## config.mk

```make
export PLATFORM = sky130hd
export DESIGN_NAME = ansi_escape_sgr_parser_top_flat
export DESIGN_NICKNAME = d
export VERILOG_FILES = /design/src/rtl/asp_pkg.sv /design/src/rtl/asp_if.sv /design/src/rtl/asp_in_reg.sv /design/src/rtl/asp_core.sv /design/src/rtl/ansi_escape_sgr_parser_top.sv /design/src/flat_wrapper.sv
export SDC_FILE = /design/constraint.sdc
export NUM_CORES = 1
export LEC_CHECK = 0
export BUFFER_PORTS_ARGS = -buffer_cell sky130_fd_sc_hd__buf_4
export CORE_ASPECT_RATIO = 1.75
export CORE_UTILIZATION = 50
export CTS_CLUSTER_SIZE = 24
export DETAILED_ROUTE_END_ITERATION = 8
export PLACE_DENSITY = 0.72
export SLEW_MARGIN = 5
export SYNTH_ARGS = -nofsm -noshare
export SYNTH_HDL_FRONTEND = slang
export SYNTH_SLANG_ARGS = --single-unit
```

## constraint.sdc

```tcl
create_clock -name clk -period 18.2 [get_ports clk]
set_input_delay 0.91 -clock clk [delete_from_list [all_inputs] [get_ports clk]]
set_output_delay 0.91 -clock clk [all_outputs]
set_load 0.02 [all_outputs]
```

## src/rtl/asp_pkg.sv

```systemverilog
package asp_pkg;

    localparam int SEQ_MAX  = 31;
    localparam int COL_BITS = 12;
    localparam int CNT_W    = $clog2(SEQ_MAX + 1);
    localparam int BYTE_W   = 8;
    localparam int COL_W    = 12;
    localparam int NUM_W    = 16;
    localparam int COLOR_W  = 32;
    localparam int TERM_W   = 4;

    localparam logic [NUM_W-1:0]   NUM_SAT = 16'hffff;
    localparam logic [COLOR_W-1:0] WHITE   = 32'hffffffff;
    localparam logic [COLOR_W-1:0] BLACK   = 32'h00000000;
    localparam logic [COL_W-1:0]   COL_MASK = COL_W'((64'd1 << COL_BITS) - 64'd1);

    localparam logic [BYTE_W-1:0] CHAR_SEMI = ";";
    localparam logic [BYTE_W-1:0] CHAR_0    = "0";
    localparam logic [BYTE_W-1:0] CHAR_9    = "9";

    localparam logic [TERM_W-1:0] TERM_M = 4'd0;
    localparam logic [TERM_W-1:0] TERM_J = 4'd1;
    localparam logic [TERM_W-1:0] TERM_K = 4'd2;
    localparam logic [TERM_W-1:0] TERM_A = 4'd3;
    localparam logic [TERM_W-1:0] TERM_B = 4'd4;
    localparam logic [TERM_W-1:0] TERM_C = 4'd5;
    localparam logic [TERM_W-1:0] TERM_D = 4'd6;
    localparam logic [TERM_W-1:0] TERM_E = 4'd7;
    localparam logic [TERM_W-1:0] TERM_F = 4'd8;
    localparam logic [TERM_W-1:0] TERM_G = 4'd9;
    localparam logic [TERM_W-1:0] TERM_H = 4'd10;
    localparam logic [TERM_W-1:0] TERM_N = 4'd11;
    localparam logic [TERM_W-1:0] TERM_S = 4'd12;
    localparam logic [TERM_W-1:0] TERM_U = 4'd13;

    typedef struct packed {
        logic [BYTE_W-1:0] seq_byte;
        logic [COL_W-1:0]  cursor_col;
    } in_item_t;

    typedef struct packed {
        logic [COLOR_W-1:0] fg_color;
        logic [COLOR_W-1:0] bg_color;
        logic               move_valid;
        logic [COL_W-1:0]   new_cursor_col;
        logic [TERM_W-1:0]  term_code;
    } res_item_t;

    typedef struct packed {
        logic              hit;
        logic [TERM_W-1:0] code;
    } term_hit_t;

    function automatic term_hit_t term_lookup(input logic [BYTE_W-1:0] b);
        term_hit_t r;
        r.hit  = 1'b1;
        r.code = TERM_M;
        unique case (b)
            "m":     r.code = TERM_M;
            "J":     r.code = TERM_J;
            "K":     r.code = TERM_K;
            "A":     r.code = TERM_A;
            "B":     r.code = TERM_B;
            "C":     r.code = TERM_C;
            "D":     r.code = TERM_D;
            "E":     r.code = TERM_E;
            "F":     r.code = TERM_F;
            "G":     r.code = TERM_G;
            "H":     r.code = TERM_H;
            "n":     r.code = TERM_N;
            "s":     r.code = TERM_S;
            "u":     r.code = TERM_U;
            default: r.hit  = 1'b0;
        endcase
        return r;
    endfunction

    function automatic logic [COLOR_W-1:0] palette(input logic [3:0] idx);
        logic [COLOR_W-1:0] c;
        unique case (idx)
            4'd0:    c = 32'h00000000;
            4'd1:    c = 32'hff800000;
            4'd2:    c = 32'hff008000;
            4'd3:    c = 32'hff808000;
            4'd4:    c = 32'hff0000ff;
            4'd5:    c = 32'hff800080;
            4'd6:    c = 32'hff008080;
            4'd7:    c = 32'hffc0c0c0;
            4'd8:    c = 32'hff808080;
            4'd9:    c = 32'hffff0000;
            4'd10:   c = 32'hff00ff00;
            4'd11:   c = 32'hffffff00;
            4'd12:   c = 32'hff3d97ff;
            4'd13:   c = 32'hffff00ff;
            4'd14:   c = 32'hff00ffff;
            default: c = 32'hffffffff;
        endcase
        return c;
    endfunction

endpackage

```

## src/rtl/asp_if.sv

```systemverilog
interface asp_in_if;
    import asp_pkg::*;

    logic              valid;
    logic              ready;
    logic [BYTE_W-1:0] seq_byte;
    logic [COL_W-1:0]  cursor_col;

    modport source (output valid, output seq_byte, output cursor_col, input ready);
    modport sink   (input valid, input seq_byte, input cursor_col, output ready);
endinterface

interface asp_out_if;
    import asp_pkg::*;

    logic               valid;
    logic               ready;
    logic [COLOR_W-1:0] fg_color;
    logic [COLOR_W-1:0] bg_color;
    logic               move_valid;
    logic [COL_W-1:0]   new_cursor_col;
    logic [TERM_W-1:0]  term_code;

    modport source (output valid, output fg_color, output bg_color, output move_valid,
                    output new_cursor_col, output term_code, input ready);
    modport sink   (input valid, input fg_color, input bg_color, input move_valid,
                    input new_cursor_col, input term_code, output ready);
endinterface

```

## src/rtl/asp_in_reg.sv

```systemverilog
module asp_in_reg (
    input  logic              clk,
    input  logic              rst_n,
    asp_in_if.sink            seq_in,
    input  logic              pop,
    output logic              item_valid,
    output asp_pkg::in_item_t item
);
    import asp_pkg::*;

    logic     valid_reg;
    logic     valid_next;
    in_item_t item_reg;
    logic     take;

    assign seq_in.ready = !valid_reg || pop;
    assign take         = seq_in.valid && seq_in.ready;
    assign valid_next   = take || (valid_reg && !pop);
    assign item_valid   = valid_reg;
    assign item         = item_reg;

    always_ff @(posedge clk or negedge rst_n)
    begin
        if (!rst_n)
        begin
            valid_reg <= 1'b0;
        end
        else
        begin
            valid_reg <= valid_next;
        end
    end

    always_ff @(posedge clk)
    begin
        if (take)
        begin
            item_reg.seq_byte   <= seq_in.seq_byte;
            item_reg.cursor_col <= seq_in.cursor_col;
        end
    end
endmodule

```

## src/rtl/asp_core.sv

```systemverilog
module asp_core (
    input  logic               clk,
    input  logic               rst_n,
    input  logic               item_valid,
    input  asp_pkg::in_item_t  item,
    input  logic               out_free,
    output logic               pop,
    output logic               res_valid,
    output asp_pkg::res_item_t res
);
    import asp_pkg::*;

    typedef struct packed {
        logic [COLOR_W-1:0] fg;
        logic [COLOR_W-1:0] bg;
    } colors_t;

    function automatic logic [NUM_W-1:0] add_digit(input logic [NUM_W-1:0] v,
                                                   input logic [BYTE_W-1:0] b);
        logic [NUM_W+3:0] r;
        r = {v, 3'b000} + {3'b000, v, 1'b0} + {(NUM_W-4)'(0), b - CHAR_0};
        return (r > {4'b0000, NUM_SAT}) ? NUM_SAT : r[NUM_W-1:0];
    endfunction

    // one completed token applied to the pending colours
    function automatic colors_t apply_sgr(input colors_t p, input logic [NUM_W-1:0] v,
                                          input logic nonempty);
        colors_t r;
        r = p;
        if (nonempty)
        begin
            if (v == 16'd0)
            begin
                r.fg = WHITE;
                r.bg = BLACK;
            end
            else if (v >= 16'd30 && v <= 16'd37)
                r.fg = palette(4'(v - 16'd30));
            else if (v >= 16'd40 && v <= 16'd47)
                r.bg = palette(4'(v - 16'd40));
            else if (v >= 16'd90 && v <= 16'd97)
                r.fg = palette(4'(v - 16'd90) + 4'd8);
            else if (v >= 16'd100 && v <= 16'd107)
                r.bg = palette(4'(v - 16'd100) + 4'd8);
        end
        return r;
    endfunction

    logic             skip_reg, skip_next;
    logic [CNT_W-1:0] count_reg, count_next;
    logic [NUM_W-1:0] tok_reg, tok_next;
    logic             tok_nonempty_reg, tok_nonempty_next;
    logic             tok_open_reg, tok_open_next;
    logic [NUM_W-1:0] first_reg, first_next;
    logic             first_open_reg, first_open_next;
    colors_t          pend_reg, pend_next;
    colors_t          cur_reg, cur_next;

    logic             fire;
    logic             is_digit;
    term_hit_t        th;
    colors_t          sgr;
    logic [NUM_W-1:0] move_n;
    logic [COL_W-1:0] col;

    assign fire     = item_valid && out_free;
    assign pop      = fire;
    assign th       = term_lookup(item.seq_byte);
    assign is_digit = (item.seq_byte >= CHAR_0) && (item.seq_byte <= CHAR_9);
    assign sgr      = apply_sgr(pend_reg, tok_reg, tok_nonempty_reg);
    assign col      = item.cursor_col & COL_MASK;
    assign move_n   = (count_reg == '0) ? NUM_W'(1) : first_reg;

    always_comb
    begin
        skip_next         = skip_reg;
        count_next        = count_reg;
        tok_next          = tok_reg;
        tok_nonempty_next = tok_nonempty_reg;
        tok_open_next     = tok_open_reg;
        first_next        = first_reg;
        first_open_next   = first_open_reg;
        pend_next         = pend_reg;
        cur_next          = cur_reg;
        res_valid         = 1'b0;
        res.fg_color       = cur_reg.fg;
        res.bg_color       = cur_reg.bg;
        res.move_valid     = 1'b0;
        res.new_cursor_col = '0;
        res.term_code      = th.code;

        if (fire)
        begin
            if (skip_reg)
            begin
                skip_next = 1'b0;
            end
            else if (!th.hit)
            begin
                if (count_reg < CNT_W'(SEQ_MAX))
                begin
                    count_next = count_reg + CNT_W'(1);
                    if (first_open_reg)
                    begin
                        if (is_digit)
                            first_next = add_digit(first_reg, item.seq_byte);
                        else
                            first_open_next = 1'b0;
                    end
                    if (item.seq_byte == CHAR_SEMI)
                    begin
                        pend_next         = sgr;
                        tok_next          = '0;
                        tok_nonempty_next = 1'b0;
                        tok_open_next     = 1'b1;
                    end
                    else
                    begin
                        tok_nonempty_next = 1'b1;
                        if (tok_open_reg)
                        begin
                            if (is_digit)
                                tok_next = add_digit(tok_reg, item.seq_byte);
                            else
                                tok_open_next = 1'b0;
                        end
                    end
                end
            end
            else
            begin
                res_valid = 1'b1;
                if (th.code == TERM_M)
                begin
                    cur_next     = sgr;
                    res.fg_color = sgr.fg;
                    res.bg_color = sgr.bg;
                end
                else if (th.code == TERM_D)
                begin
                    if (move_n <= {(NUM_W-COL_W)'(0), col})
                    begin
                        res.move_valid     = 1'b1;
                        res.new_cursor_col = (col - move_n[COL_W-1:0]) & COL_MASK;
                    end
                end
                // start of the next sequence
                skip_next         = 1'b1;
                count_next        = '0;
                tok_next          = '0;
                tok_nonempty_next = 1'b0;
                tok_open_next     = 1'b1;
                first_next        = '0;
                first_open_next   = 1'b1;
                pend_next         = cur_next;
            end
        end
    end

    always_ff @(posedge clk or negedge rst_n)
    begin
        if (!rst_n)
        begin
            skip_reg         <= 1'b1;
            count_reg        <= '0;
            tok_reg          <= '0;
            tok_nonempty_reg <= 1'b0;
            tok_open_reg     <= 1'b1;
            first_reg        <= '0;
            first_open_reg   <= 1'b1;
            pend_reg.fg      <= WHITE;
            pend_reg.bg      <= BLACK;
            cur_reg.fg       <= WHITE;
            cur_reg.bg       <= BLACK;
        end
        else
        begin
            skip_reg         <= skip_next;
            count_reg        <= count_next;
            tok_reg          <= tok_next;
            tok_nonempty_reg <= tok_nonempty_next;
            tok_open_reg     <= tok_open_next;
            first_reg        <= first_next;
            first_open_reg   <= first_open_next;
            pend_reg         <= pend_next;
            cur_reg          <= cur_next;
        end
    end
endmodule

```

## src/rtl/ansi_escape_sgr_parser_top.sv

```systemverilog
// csi escape sequence parser
// seq_in carries the bytes that follow an escape byte, one per beat, together
// with the display's current cursor column. the first byte of each sequence
// is dropped; body bytes are collected until a terminator letter arrives.
// res_out gives one beat per terminator: colours after the sequence (updated
// by an 'm' sequence), a cursor move for a 'D' sequence and the terminator
// code. body bytes give no result beat.
// a byte accepted into the input register is parsed combinationally by the core,
// and its result beat is written into the result register.
// throughput: one byte per cycle while res_out does not stall, set by the
// single parse stage between the input register and the result register.
// reset: colours return to white on black and the parser waits for the
// first byte of a new sequence to drop.
// when res_out stalls, the held result waits in the result register; the
// input register still takes one further byte if it is empty, after which
// seq_in.ready stays low until the result beat is taken.
module ansi_escape_sgr_parser_top (
    input  logic      clk,
    input  logic      rst_n,
    asp_in_if.sink    seq_in,
    asp_out_if.source res_out
);
    import asp_pkg::*;

    logic      item_valid;
    in_item_t  item;
    logic      pop;
    logic      res_valid;
    res_item_t res;
    logic      out_free;

    logic      out_valid_reg;
    logic      out_valid_next;
    res_item_t out_reg;

    asp_in_reg u_in_reg (
        .clk        (clk),
        .rst_n      (rst_n),
        .seq_in     (seq_in),
        .pop        (pop),
        .item_valid (item_valid),
        .item       (item)
    );

    asp_core u_core (
        .clk        (clk),
        .rst_n      (rst_n),
        .item_valid (item_valid),
        .item       (item),
        .out_free   (out_free),
        .pop        (pop),
        .res_valid  (res_valid),
        .res        (res)
    );

    assign out_free       = !out_valid_reg || res_out.ready;
    assign out_valid_next = res_valid || (out_valid_reg && !res_out.ready);

    always_ff @(posedge clk or negedge rst_n)
    begin
        if (!rst_n)
        begin
            out_valid_reg <= 1'b0;
        end
        else
        begin
            out_valid_reg <= out_valid_next;
        end
    end

    always_ff @(posedge clk)
    begin
        if (res_valid)
        begin
            out_reg <= res;
        end
    end

    assign res_out.valid          = out_valid_reg;
    assign res_out.fg_color       = out_reg.fg_color;
    assign res_out.bg_color       = out_reg.bg_color;
    assign res_out.move_valid     = out_reg.move_valid;
    assign res_out.new_cursor_col = out_reg.new_cursor_col;
    assign res_out.term_code      = out_reg.term_code;
endmodule

```

## src/flat_wrapper.sv

```systemverilog
// flat-port wrapper written by rule: the top's interface ports become plain ports
module ansi_escape_sgr_parser_top_flat import asp_pkg::*;
  (clk, rst_n, seq_in_valid, seq_in_seq_byte, seq_in_cursor_col, seq_in_ready, res_out_valid, res_out_fg_color, res_out_bg_color, res_out_move_valid, res_out_new_cursor_col, res_out_term_code, res_out_ready);
  asp_in_if seq_in_i ();
  asp_out_if res_out_i ();
  input  logic clk;
  input  logic rst_n;
  input wire logic [$bits(seq_in_i.valid)-1:0] seq_in_valid;
  input wire logic [$bits(seq_in_i.seq_byte)-1:0] seq_in_seq_byte;
  input wire logic [$bits(seq_in_i.cursor_col)-1:0] seq_in_cursor_col;
  output wire logic [$bits(seq_in_i.ready)-1:0] seq_in_ready;
  output wire logic [$bits(res_out_i.valid)-1:0] res_out_valid;
  output wire logic [$bits(res_out_i.fg_color)-1:0] res_out_fg_color;
  output wire logic [$bits(res_out_i.bg_color)-1:0] res_out_bg_color;
  output wire logic [$bits(res_out_i.move_valid)-1:0] res_out_move_valid;
  output wire logic [$bits(res_out_i.new_cursor_col)-1:0] res_out_new_cursor_col;
  output wire logic [$bits(res_out_i.term_code)-1:0] res_out_term_code;
  input wire logic [$bits(res_out_i.ready)-1:0] res_out_ready;
  assign seq_in_i.valid = seq_in_valid;
  assign seq_in_i.seq_byte = seq_in_seq_byte;
  assign seq_in_i.cursor_col = seq_in_cursor_col;
  assign seq_in_ready = seq_in_i.ready;
  assign res_out_valid = res_out_i.valid;
  assign res_out_fg_color = res_out_i.fg_color;
  assign res_out_bg_color = res_out_i.bg_color;
  assign res_out_move_valid = res_out_i.move_valid;
  assign res_out_new_cursor_col = res_out_i.new_cursor_col;
  assign res_out_term_code = res_out_i.term_code;
  assign res_out_i.ready = res_out_ready;
  ansi_escape_sgr_parser_top u_core (.clk(clk), .rst_n(rst_n), .seq_in(seq_in_i), .res_out(res_out_i));
endmodule
```

==> results.toml <==
[yosys]
yosysWarnings = 0
synth_top_family_by_area = "compound AO/OA/AOI/OAI gates"
netlist_area_mm2 = 0.0151
synth_cells = 1488
synth_compound_area_share_pct = 21.5
synthFlopType = "dfrtp_1"
synth_top_cell_by_area = "edfxtp_1"
synthesis.nets = 1621
async_reset_ff_share_pct = 62.9
synth.top_cells.by_area = "edfxtp_1, dfrtp_1, dfstp_2"
synth_xor_area_share_pct = 2.02
ys_seq_area_share_pct = 48.8
synthMuxAreaShare_pct = 0.264
yosysMostFrequentCell = "o21ai_0"
synth_fa_ha_area_share_pct = 9.65
synth_cell_types = 88
synthDominantCellAreaShare_pct = 20.0
avgSynthCellArea_um2 = 10.2
synth_simple_gate_area_share_pct = 14.4
synth-seq-cells = 272
synth_commonest_cells = "o21ai_0, nand2_1, dfrtp_1"
synth_edf_count = 101

[grt]
grt_start_max_net_pins = 94
grt_pass1_wl_um = 60300
antenna_found_initial = 0
grt_pass1_vias = 11800
grt_usage_pct = 24.2
grt_overflow = 0

[routing]
ant_nets = 0
num_vias = 11800
remaining_drc_errors = 0
wirelength_um = 37200
detail_route.vias_per_cell = 6.01
drtIter0Drc = 682
wire_per_inst_um = 18.9
firstDrtPassIters = 6

[finish]
area_growth_syn_to_layout_pct = 12.7
drive_gt1_share_pct = 16.6
fin_util_pct = 57.0
antenna_cells = 0
fin_nets = 1698

[worst_setup_path]
cp.required_ns = 18.60
r2r_slack_ns = 13.99
cp-start-kind = "flip-flop"
startpoint = "u_core.u_in_reg.item[17]"
path_max_fanout = 16
reg2reg_to = "u_core.u_core.tok_reg[14]"
crit_arrival_ns = 4.61
rr_startpoint = "u_core.u_in_reg.item[17]"
endpoint_kind = "flip-flop"
r2r_cells = 12
path_class = "flip-flop to flip-flop"

[job]
cap_viol_max_count = 0

[cts]
cts_sinks = 272
cts_root_buf = "clkbuf_16"
cts_tree = "yes"
ctsHoldBuffers = 0
clock_latency_ns = 0.56
htree_levels = 1
postCtsSetupBuffers = 0
clockBufferDepth = 3
cts_resized = 0
cts_buffers = 26
clk_pin_slew_ns = 0.07

[die]
die_h_um = 232
die_w_um = 134
core_mm2 = 0.0300
placementRows = 84
io_pins = 107
die-area_mm2 = 0.0310
start_util_pct = 50.6

[timing]
hold_viol = 0
fin_crit_ns = 4.21
max_freq_mhz = 238
setup_viol = 0
slew_headroom_pct = 27.2
skew_ns = 0.0170
final_max_slew_viol_count = 0
finalSetupTns_ns = 0
tightest_slew_ns = 1.09
period_share_pct = 23.1
whs_ns = 0.461
rsz0062_at_grt = "false"

[outcome]
status = "completed"

[placement]
io_buffers = 106
gp_congestion = 0.943
hpwlAfterDp_um = 26400

[hold_path]
hp-class = "primary input to async pin"

[power_and_ir_drop]
p_leak_nw = 7.47
ir_drop_uv = 97.2
powerDensity_mw_per_mm2 = 103
per-layer routing:
metal | global-route usage (%) | wire (µm) | share of wire, %
met5 | 0 | 0 | 0
met4 | 12.1 | 1600 | 4.3
met3 | 2.79 | 1420 | 3.8
met2 | 46.1 | 20300 | 54
met1 | 26.1 | 14000 | 37
cells by family after synthesis:
kind of cell / after synthesis
adders and majority gates: 109
AOI/OAI and AO/OA: 497
buffers and inverters: 120
xor gates and xnor gates: 35
and+or+nand+nor: 451
DFF: 272
muxes: 4
cell type report:
type	count	area, µm²
clock buffers	37	743
clock inverters	11	95.1
fillers	2583	12900
inverters	49	184
multi-input cells	1096	7260
flip-flops and latches	272	7400
well taps	387	484
repair buffers	120	905
per-stage QoR:
stage               std cells  setup slack (ns)  cell area, µm²  total power, mW
global placement         1924             13.94           16200             1.22
floorplan                1488             11.55           15100             1.11
CTS                      1972             13.88           17100             1.77
finish                   1972             13.99           17100             1.76
global route             1972             13.59           17100             1.85
detailed placement       1924             13.92           16200             1.23
worst max-delay path, stage by stage (launching register included):
cell       delay (ns)
edfxtp_1         0.44
ha_1             0.29
xnor2_1          0.41
fa_1             0.50
ha_1             0.35
o21a_1           0.12
o31a_1           0.14
o21ai_2          0.25
o21ai_1          0.14
or3_1            0.34
o31a_1           0.25
a2111o_1         0.60
a2bb2oi_1        0.22
where the power goes:
| group | switching (mW) | internal (mW) | total, mW |
|---|---|---|---|
| Combinational | 0.265 | 0.158 | 0.423 |
| Sequential | 0.0550 | 0.748 | 0.804 |
| Clock | 0.238 | 0.300 | 0.538 |
cells in the final DEF (no fill, tap or decap), drive strengths merged, types with 6 or more instances in the layout:
master / netlist / final
clkinv: 0 / 9
a21o: 18 / 18
dfrtp: 104 / 104
a221o: 30 / 30
nor2: 106 / 106
o221a: 9 / 9
and2: 17 / 17
a31oi: 11 / 11
a2bb2oi: 30 / 30
o211ai: 10 / 10
nand4: 10 / 10
a211oi: 6 / 6
edfxtp: 101 / 101
dfstp: 67 / 67
o21ai: 195 / 195
buf: 26 / 120
nand2b: 15 / 15
o21a: 18 / 18
ha: 96 / 96
and3: 12 / 12
nand2: 178 / 178
a21oi: 104 / 104
xnor2: 24 / 24
o31a: 6 / 6
o21bai: 7 / 7
nor3: 17 / 17
inv: 49 / 50
nand3: 33 / 33
clkbuf: 45 / 37
nor4: 6 / 6
o31ai: 7 / 7
nor2b: 18 / 18
fa: 13 / 13
xor2: 11 / 11
worst max-delay path by stage:
stage,endpoint
5_1_grt,u_core.res_out.new_cursor_col[2]
6_report,u_core.u_core.tok_reg[14]
2_1_floorplan,u_core.res_out.new_cursor_col[1]
3_5_place_dp,u_core.res_out.new_cursor_col[2]
3_3_place_gp,u_core.res_out.new_cursor_col[5]
4_1_cts,u_core.res_out.new_cursor_col[2]
Power figures use the tool's default switching activity.
